`config.mk`:
```
export PLATFORM = sky130hd
export DESIGN_NAME = battery_tier_rate_governor_top
export DESIGN_NICKNAME = d
export VERILOG_FILES = /design/src/btrg_pkg.sv /design/src/btrg_tier_sel.sv /design/src/battery_tier_rate_governor_top.sv
export SDC_FILE = /design/constraint.sdc
export NUM_CORES = 1
export LEC_CHECK = 0
export BUFFER_PORTS_ARGS = -buffer_cell sky130_fd_sc_hd__buf_2
export CAP_MARGIN = 10
export CORE_ASPECT_RATIO = 0.7
export CORE_MARGIN = 2
export CORE_UTILIZATION = 45
export DETAILED_ROUTE_END_ITERATION = 10
export PLACE_DENSITY = 0.59
export SLEW_MARGIN = 10
export SYNTH_ARGS = -nofsm -noshare
export SYNTH_HDL_FRONTEND = slang
export SYNTH_SLANG_ARGS = --single-unit
```
`constraint.sdc`:
```
create_clock -name clk -period 5.6 [get_ports clk]
set_input_delay 0.84 -clock clk [delete_from_list [all_inputs] [get_ports clk]]
set_output_delay 0.84 -clock clk [all_outputs]
set_load 0.05 [all_outputs]
```
`src/btrg_pkg.sv`:
```
package btrg_pkg;

  // Command codes of the request word; code 3 is a no-op.
  typedef enum logic [1:0] {
    CMD_TICK       = 2'd0,
    CMD_FORCE_EVAL = 2'd1,
    CMD_EVENT      = 2'd2
  } cmd_t;

  // Configuration register indexes.
  typedef enum logic [2:0] {
    REG_BATT_HIGH_THRESHOLD = 3'd0,
    REG_BATT_MED_THRESHOLD  = 3'd1,
    REG_GPS_PERIOD_HIGH     = 3'd2,
    REG_GPS_PERIOD_MED      = 3'd3,
    REG_GPS_PERIOD_LOW      = 3'd4,
    REG_PPG_PERIOD_HIGH     = 3'd5,
    REG_PPG_PERIOD_LOW      = 3'd6,
    REG_EVALUATION_PERIOD   = 3'd7
  } reg_index_t;

  localparam int unsigned CfgDataWidth = 16;
  localparam int unsigned PeriodWidth  = 16;
  localparam int unsigned PctWidth     = 7;
  localparam int unsigned TierWidth    = 2;

  // Tier codes.
  localparam logic [TierWidth-1:0] TierHigh = 2'd0;
  localparam logic [TierWidth-1:0] TierMed  = 2'd1;
  localparam logic [TierWidth-1:0] TierLow  = 2'd2;

  // Clamp defaults.
  localparam int unsigned GpsMinPeriodDefault = 1;
  localparam int unsigned PpgMaxPeriodDefault = 3600;

  // Reset values.
  localparam logic [PctWidth-1:0]    RstBattHigh  = 7'd60;
  localparam logic [PctWidth-1:0]    RstBattMed   = 7'd20;
  localparam logic [PeriodWidth-1:0] RstGpsHigh   = 16'd10;
  localparam logic [PeriodWidth-1:0] RstGpsMed    = 16'd60;
  localparam logic [PeriodWidth-1:0] RstGpsLow    = 16'd300;
  localparam logic [PeriodWidth-1:0] RstPpgHigh   = 16'd1;
  localparam logic [PeriodWidth-1:0] RstPpgLow    = 16'd10;
  localparam logic [PeriodWidth-1:0] RstEvalPer   = 16'd60;
  localparam logic [PctWidth-1:0]    RstLevel     = 7'd100;
  localparam logic [PeriodWidth-1:0] TickCountMax = 16'hFFFF;

  typedef struct packed {
    cmd_t                command;
    logic                event_active;
    logic [PctWidth-1:0] battery_pct;
  } req_t;

  typedef struct packed {
    logic                   update_flag;
    logic [PeriodWidth-1:0] gps_period;
    logic [PeriodWidth-1:0] ppg_period;
    logic [TierWidth-1:0]   power_tier;
    logic [PctWidth-1:0]    battery_level;
  } rsp_t;

  typedef struct packed {
    logic [PctWidth-1:0]    batt_high_threshold;
    logic [PctWidth-1:0]    batt_med_threshold;
    logic [PeriodWidth-1:0] gps_period_high;
    logic [PeriodWidth-1:0] gps_period_med;
    logic [PeriodWidth-1:0] gps_period_low;
    logic [PeriodWidth-1:0] ppg_period_high;
    logic [PeriodWidth-1:0] ppg_period_low;
    logic [PeriodWidth-1:0] evaluation_period;
  } cfg_t;

  // Settings chosen by one evaluation.
  typedef struct packed {
    logic [PeriodWidth-1:0] gps;
    logic [PeriodWidth-1:0] ppg;
    logic [TierWidth-1:0]   tier;
  } setting_t;

endpackage

```
`src/btrg_tier_sel.sv`:
```
module btrg_tier_sel #(
  parameter int unsigned GPS_MIN_PERIOD = btrg_pkg::GpsMinPeriodDefault,
  parameter int unsigned PPG_MAX_PERIOD = btrg_pkg::PpgMaxPeriodDefault
) (
  input  btrg_pkg::cfg_t                      cfg,
  input  logic [btrg_pkg::PctWidth-1:0]       pct,
  output btrg_pkg::setting_t                  pick
);
  import btrg_pkg::*;

  localparam logic [PeriodWidth-1:0] GpsMin = PeriodWidth'(GPS_MIN_PERIOD);
  localparam logic [PeriodWidth-1:0] PpgMax = PeriodWidth'(PPG_MAX_PERIOD);

  logic [PeriodWidth-1:0] gps_raw;
  logic [PeriodWidth-1:0] ppg_raw;
  logic [TierWidth-1:0]   tier;

  // Pick the tier against the two thresholds.
  always_comb begin
    priority if (pct > cfg.batt_high_threshold) begin
      tier    = TierHigh;
      gps_raw = cfg.gps_period_high;
      ppg_raw = cfg.ppg_period_high;
    end else if (pct > cfg.batt_med_threshold) begin
      tier    = TierMed;
      gps_raw = cfg.gps_period_med;
      ppg_raw = cfg.ppg_period_low;
    end else begin
      tier    = TierLow;
      gps_raw = cfg.gps_period_low;
      ppg_raw = cfg.ppg_period_low;
    end
  end

  // Clamp GPS from below and PPG from above.
  always_comb begin
    pick.tier = tier;
    pick.gps  = (gps_raw < GpsMin) ? GpsMin : gps_raw;
    pick.ppg  = (ppg_raw > PpgMax) ? PpgMax : ppg_raw;
  end

endmodule

```
`src/battery_tier_rate_governor_top.sv`:
```
// Battery tier rate governor. Takes one request word per cycle (tick,
// force-evaluation or event-mode command) and returns exactly one response
// word for each, in the cycle after it is accepted, from a single output
// register. Throughput is one word per cycle: the request side is stalled
// only while that output register holds a word the response side is
// stalling. Configuration writes take effect at the clock edge of the write.
module battery_tier_rate_governor_top #(
  parameter int unsigned GPS_MIN_PERIOD = btrg_pkg::GpsMinPeriodDefault,
  parameter int unsigned PPG_MAX_PERIOD = btrg_pkg::PpgMaxPeriodDefault
) (
  input  logic                               clk,
  input  logic                               rst,
  input  logic                               req_valid,
  output logic                               req_stall,
  input  btrg_pkg::req_t                     req,
  output logic                               rsp_valid,
  input  logic                               rsp_stall,
  output btrg_pkg::rsp_t                     rsp,
  input  logic                               cfg_we,
  input  btrg_pkg::reg_index_t               cfg_index,
  input  logic [btrg_pkg::CfgDataWidth-1:0]  cfg_data
);
  import btrg_pkg::*;

  cfg_t                   cfg;
  logic [PeriodWidth-1:0] tick_count;
  logic [PeriodWidth-1:0] tick_count_next;
  logic                   event_on;
  logic                   event_on_next;
  logic                   change_pending;
  logic                   change_pending_next;
  setting_t               cur;
  setting_t               cur_next;
  logic [PctWidth-1:0]    cur_level;
  logic [PctWidth-1:0]    cur_level_next;
  setting_t               saved;
  logic [PctWidth-1:0]    saved_level;
  logic                   save_en;
  logic                   update_flag;
  logic                   accept;
  logic [PeriodWidth-1:0] tick_inc;
  setting_t               pick;

  assign req_stall = rsp_valid & rsp_stall;
  assign accept    = req_valid & ~req_stall;

  // Write configuration registers.
  always_ff @(posedge clk) begin
    if (rst) begin
      cfg.batt_high_threshold <= RstBattHigh;
      cfg.batt_med_threshold  <= RstBattMed;
      cfg.gps_period_high     <= RstGpsHigh;
      cfg.gps_period_med      <= RstGpsMed;
      cfg.gps_period_low      <= RstGpsLow;
      cfg.ppg_period_high     <= RstPpgHigh;
      cfg.ppg_period_low      <= RstPpgLow;
      cfg.evaluation_period   <= RstEvalPer;
    end else if (cfg_we) begin
      unique case (cfg_index)
        REG_BATT_HIGH_THRESHOLD: cfg.batt_high_threshold <= cfg_data[PctWidth-1:0];
        REG_BATT_MED_THRESHOLD:  cfg.batt_med_threshold  <= cfg_data[PctWidth-1:0];
        REG_GPS_PERIOD_HIGH:     cfg.gps_period_high     <= cfg_data[PeriodWidth-1:0];
        REG_GPS_PERIOD_MED:      cfg.gps_period_med      <= cfg_data[PeriodWidth-1:0];
        REG_GPS_PERIOD_LOW:      cfg.gps_period_low      <= cfg_data[PeriodWidth-1:0];
        REG_PPG_PERIOD_HIGH:     cfg.ppg_period_high     <= cfg_data[PeriodWidth-1:0];
        REG_PPG_PERIOD_LOW:      cfg.ppg_period_low      <= cfg_data[PeriodWidth-1:0];
        REG_EVALUATION_PERIOD:   cfg.evaluation_period   <= cfg_data[PeriodWidth-1:0];
      endcase
    end
  end

  btrg_tier_sel #(
    .GPS_MIN_PERIOD(GPS_MIN_PERIOD),
    .PPG_MAX_PERIOD(PPG_MAX_PERIOD)
  ) u_tier_sel (
    .cfg  (cfg),
    .pct  (req.battery_pct),
    .pick (pick)
  );

  // Saturating tick increment.
  assign tick_inc = (tick_count == TickCountMax) ? tick_count
                                                 : tick_count + PeriodWidth'(1);

  // Decode one request word into the next state and the update flag.
  always_comb begin
    tick_count_next     = tick_count;
    event_on_next       = event_on;
    change_pending_next = change_pending;
    cur_next            = cur;
    cur_level_next      = cur_level;
    save_en             = 1'b0;
    update_flag         = 1'b0;
    unique case (req.command)
      CMD_TICK: begin
        tick_count_next = tick_inc;
        if (event_on) begin
          if (change_pending) begin
            change_pending_next = 1'b0;
            update_flag         = 1'b1;
          end
        end else if (tick_inc >= cfg.evaluation_period) begin
          tick_count_next = '0;
          if (pick != cur) begin
            cur_next            = pick;
            cur_level_next      = req.battery_pct;
            change_pending_next = 1'b1;
            update_flag         = 1'b1;
          end
        end
      end
      CMD_FORCE_EVAL: begin
        tick_count_next = cfg.evaluation_period;
      end
      CMD_EVENT: begin
        if (req.event_active && !event_on) begin
          save_en       = 1'b1;
          cur_next.gps  = cfg.gps_period_high;
          cur_next.ppg  = cfg.ppg_period_high;
          cur_next.tier = TierHigh;
          event_on_next = 1'b1;
        end else if (!req.event_active && event_on) begin
          cur_next       = saved;
          cur_level_next = saved_level;
          event_on_next  = 1'b0;
        end
      end
      default: begin
      end
    endcase
  end

  // Advance governor state on each accepted word.
  always_ff @(posedge clk) begin
    if (rst) begin
      tick_count     <= '0;
      event_on       <= 1'b0;
      change_pending <= 1'b0;
      cur.gps        <= RstGpsHigh;
      cur.ppg        <= RstPpgHigh;
      cur.tier       <= TierHigh;
      cur_level      <= RstLevel;
    end else if (accept) begin
      tick_count     <= tick_count_next;
      event_on       <= event_on_next;
      change_pending <= change_pending_next;
      cur            <= cur_next;
      cur_level      <= cur_level_next;
    end
  end

  // Hold the settings saved on entry to event mode.
  always_ff @(posedge clk) begin
    if (accept && save_en) begin
      saved       <= cur;
      saved_level <= cur_level;
    end
  end

  // Output register: load on accept, hold while stalled.
  always_ff @(posedge clk) begin
    if (rst) begin
      rsp_valid <= 1'b0;
    end else if (accept) begin
      rsp_valid <= 1'b1;
    end else if (!rsp_stall) begin
      rsp_valid <= 1'b0;
    end
  end

  always_ff @(posedge clk) begin
    if (accept) begin
      rsp.update_flag   <= update_flag;
      rsp.gps_period    <= cur_next.gps;
      rsp.ppg_period    <= cur_next.ppg;
      rsp.power_tier    <= cur_next.tier;
      rsp.battery_level <= cur_level_next;
    end
  end

endmodule

```
==> results by stage <==
Worst setup path:
- The kind of start point of the critical path is a flop.
- The element type at the critical path end is a flop.
- The largest driver fanout on the critical path is 11.
- The worst path required time is 6.06 ns.
- In this run the register-to-register setup slack is 0.38 ns.
- The worst setup path is of the reg2reg kind.
- The arrival time at the worst endpoint is 5.68 ns.

Global route:
- Global routing used 28.0% of the available tracks across all layers.
- The global routing usage on met2 is 34.9%.
- The aggregate global routing overflow is 0.
- Global routing used 6.99% of the available met3 tracks.
- The most crowded layer after global routing is met1.
- The first global-routing pass estimated 63900 um of wire.
- The initial antenna violation count is 1.
- The met1 global-route usage is 47.0%.
- The number of global-route vias before repair is 10059.
- The largest net degree at the start of global routing is 72.

STA:
- The max-slew violation total from the final report is 0.
- The number of hold-slack violations in the final timing report came to 0.
- The number of setup violations in the final report is 0.
- The relative slew slack is 18.1%.
- The worst clock skew on the final layout is 0.0132 ns.
- Setup repair after global routing left no endpoint under its margin.
- After layout, the worst path uses 93.3% of the clock period.
- The peak clock frequency supported by timing is 191 MHz.
- The post-route minimum period is 5.22 ns.
- For the pin with the worst max-slew slack, the measured transition is 1.22 ns.
- Across all hold checks on the routed design, the worst slack comes to 0.457 ns.
- Summed over all failing endpoints, the final setup total negative slack is 0 ns.

Clocking:
- The depth of the CTS H-tree is 1.
- Hold repair after CTS inserted 0 buffers.
- The deepest clock path buffer count is 3.
- In this run, CTS created clock tree buffers numbering 27.
- The insertion delay to the later sink of the worst-skew pair is 0.55 ns.
- The tree is rooted in a clkbuf_16.
- The clock transition time at the flip-flop clock pins of the worst setup and hold paths is 0.06 ns.
- TritonCTS built the clock tree.
- The clock sink count is 253.

Logic synthesis:
- After synthesis, the netlist uses 85 different library cells.
- A synthesized cell averages 9.00 um^2.
- The count of state elements after synthesis is 253.
- In this run, synthesis inferred 83 flip-flops with an integrated enable.
- The total of warnings raised by yosys is 0.
- The synthesized net count is 1500.
- The most used flip-flop cell after synthesis is dfxtp_1.
- Summing every instance area after synthesis gives 12900 um^2.
- For this run, asynchronously set or reset flops after synthesis account for 0%.
- The share of synthesized area occupied by flip-flops and latches is 45.7%.
- The number of standard cells after synthesis is 1433.

Floorplanning:
- The floorplan step set the die width to 206 um.
- The height of the chip is 146 um.
- For this configuration, the core starts out at a cell density of 46.0%.
- The die area is 30000 um^2.
- The placeable core area is 28000 um^2.
- 78 I/O pins were placed.
- The placement row count is 51.

Detailed routing:
- Before antenna repair, the detailed router went through 5 iterations.
- The average wire per standard cell is 22.5 um.
- After detailed routing, the number of vias per cell comes to 5.99.
- After the first detailed-routing iteration, the DRC count stood at 1027.
- The remaining antenna violation count after routing is 0.
- The remaining design rule violation count is 0.
- The final route contains 11313 vias.
- Summed over all layers, the routed wires come to 42500 um.

Hold path:
- The worst hold path belongs to the class reg2reg.

Place:
- Detailed placement ended at an HPWL of 30900 um.
- The final weighted congestion of routability-driven global placement is 0.949.
- The count of buffers inserted at the top-level ports is 77.

Pwr:
- IR analysis of the VDD net gives a maximum drop of 242 uV.
- Dividing total power by cell area gives a power density of 303 nW/um^2.
- The overall power is 4.43 mW.
- The cell leakage power is 5.65 nW.

Final layout:
- The most common cell after layout, fill and taps aside is nand2_1.
- In the final layout, the share of cells above drive strength 1 is 13.1%.
- The number of antenna diodes in the final layout is 0.
- The top cell types in the final layout, fill and taps aside, are nand2_1, dfxtp_1, a21oi_1.
- In the final design database the tool counted 1564 nets.
- The area growth from synthesis to layout is 13.3%.

Run:
- Across the run, the number of max-cap violations was 0.

Status:
- The run finished with clean final reports.
-- kinds of logic (layout without fill, tap and decap cells) --
group | Yosys count | in the layout | synth area share (%)
DFF | 253 | 253 | 45.7
xor gates and xnor gates | 29 | 29 | 1.97
buffers and inverters | 155 | 240 | 4.97
adders and majority gates | 33 | 33 | 3.20
and+or+nand+nor | 480 | 480 | 16.9
muxes | 40 | 40 | 3.13
AOI/OAI and AO/OA | 443 | 443 | 24.1
-- registers in the layout, indices dropped and copies added, names as in the netlist --
name	cells
cfg	110
change_pending	1
cur	34
cur_level	7
event_on	1
rsp	42
rsp_valid	1
saved	34
saved_level	7
tick_count	16
-- through the flow --
stage	instance area (um^2)	utilization [%]	setup slack [ns]	cells
3_5_place_dp	13700	49.1	0.243	1837
2_1_floorplan	12900	-	0.890	1433
6_report	14600	52.2	0.377	1889
3_3_place_gp	13700	49.1	0.286	1837
4_1_cts	14600	52.1	0.202	1887
5_1_grt	14600	52.2	0.113	1889
-- Yosys cell counts (all sizes together) (28+ instances only) --
| cell type | count | area share, % |
|---|---|---|
| mux2i | 37 | 2.9 |
| o21ai | 54 | 2.2 |
| nor2 | 99 | 2.9 |
| ha | 33 | 3.2 |
| nand2 | 242 | 7.0 |
| dfxtp | 170 | 26 |
| a21o | 28 | 1.6 |
| clkbuf | 74 | 2.2 |
| a22oi | 31 | 1.8 |
| inv | 63 | 1.8 |
| a21oi | 136 | 5.4 |
| edfxtp | 83 | 19 |
-- worst max-delay path, stage by stage, from the launching register on --
cell and delay [ns]:
dfxtp_1 0.38, nand4_1 0.21, nor3_1 0.10, buf_4 0.16, and3_1 0.20, nand4_1 0.11, buf_4 0.17, nand3_1 0.17
nor3_1 0.59, nand3_1 0.17, xnor2_1 0.18, ha_1 0.30, nand4_1 0.12, nor2_1 0.11, inv_1 0.05, or3_1 0.32
nor3_1 0.25, o21ai_0 0.13, buf_4 0.21, a21oi_2 0.61, a22oi_1 0.26, a311oi_2 0.31
-- layout make-up --
type / count / area, um^2
clock buffers: 35 / 706
clock inverters: 15 / 135
fillers: 2642 / 13400
inverters: 64 / 240
multi-input cells: 1025 / 6380
flip-flops and latches: 253 / 5900
well taps: 371 / 464
repair buffers: 126 / 793
-- power by group --
part / leakage (nW) / internal (mW) / switching, mW
registers: 2.17 / 1.96 / 0.0504
clock network: 0.412 / 0.984 / 0.754
logic: 3.07 / 0.218 / 0.463
total: 5.65 / 3.16 / 1.27
-- per-layer routing --
metal,vias up,wire length [um]
met2,485,15800
met3,54,4110
met5,-,11
met1,5402,21700
met4,2,869
li1,5370,-
-- repair_timing --
item	in CTS	in global routing
setup buffers	0	2
gates resized for setup	0	2
endpoints found under the setup margin	0	27
-- final timing paths --
check	start	to	cells past startpoint
min reg2reg	cfg[28]	cfg[28]	2
max reg2reg	tick_count[2]	cur[3]	21
min	cfg[28]	cfg[28]	2
max	tick_count[2]	cur[3]	21
Power figures use the tool's default switching activity.
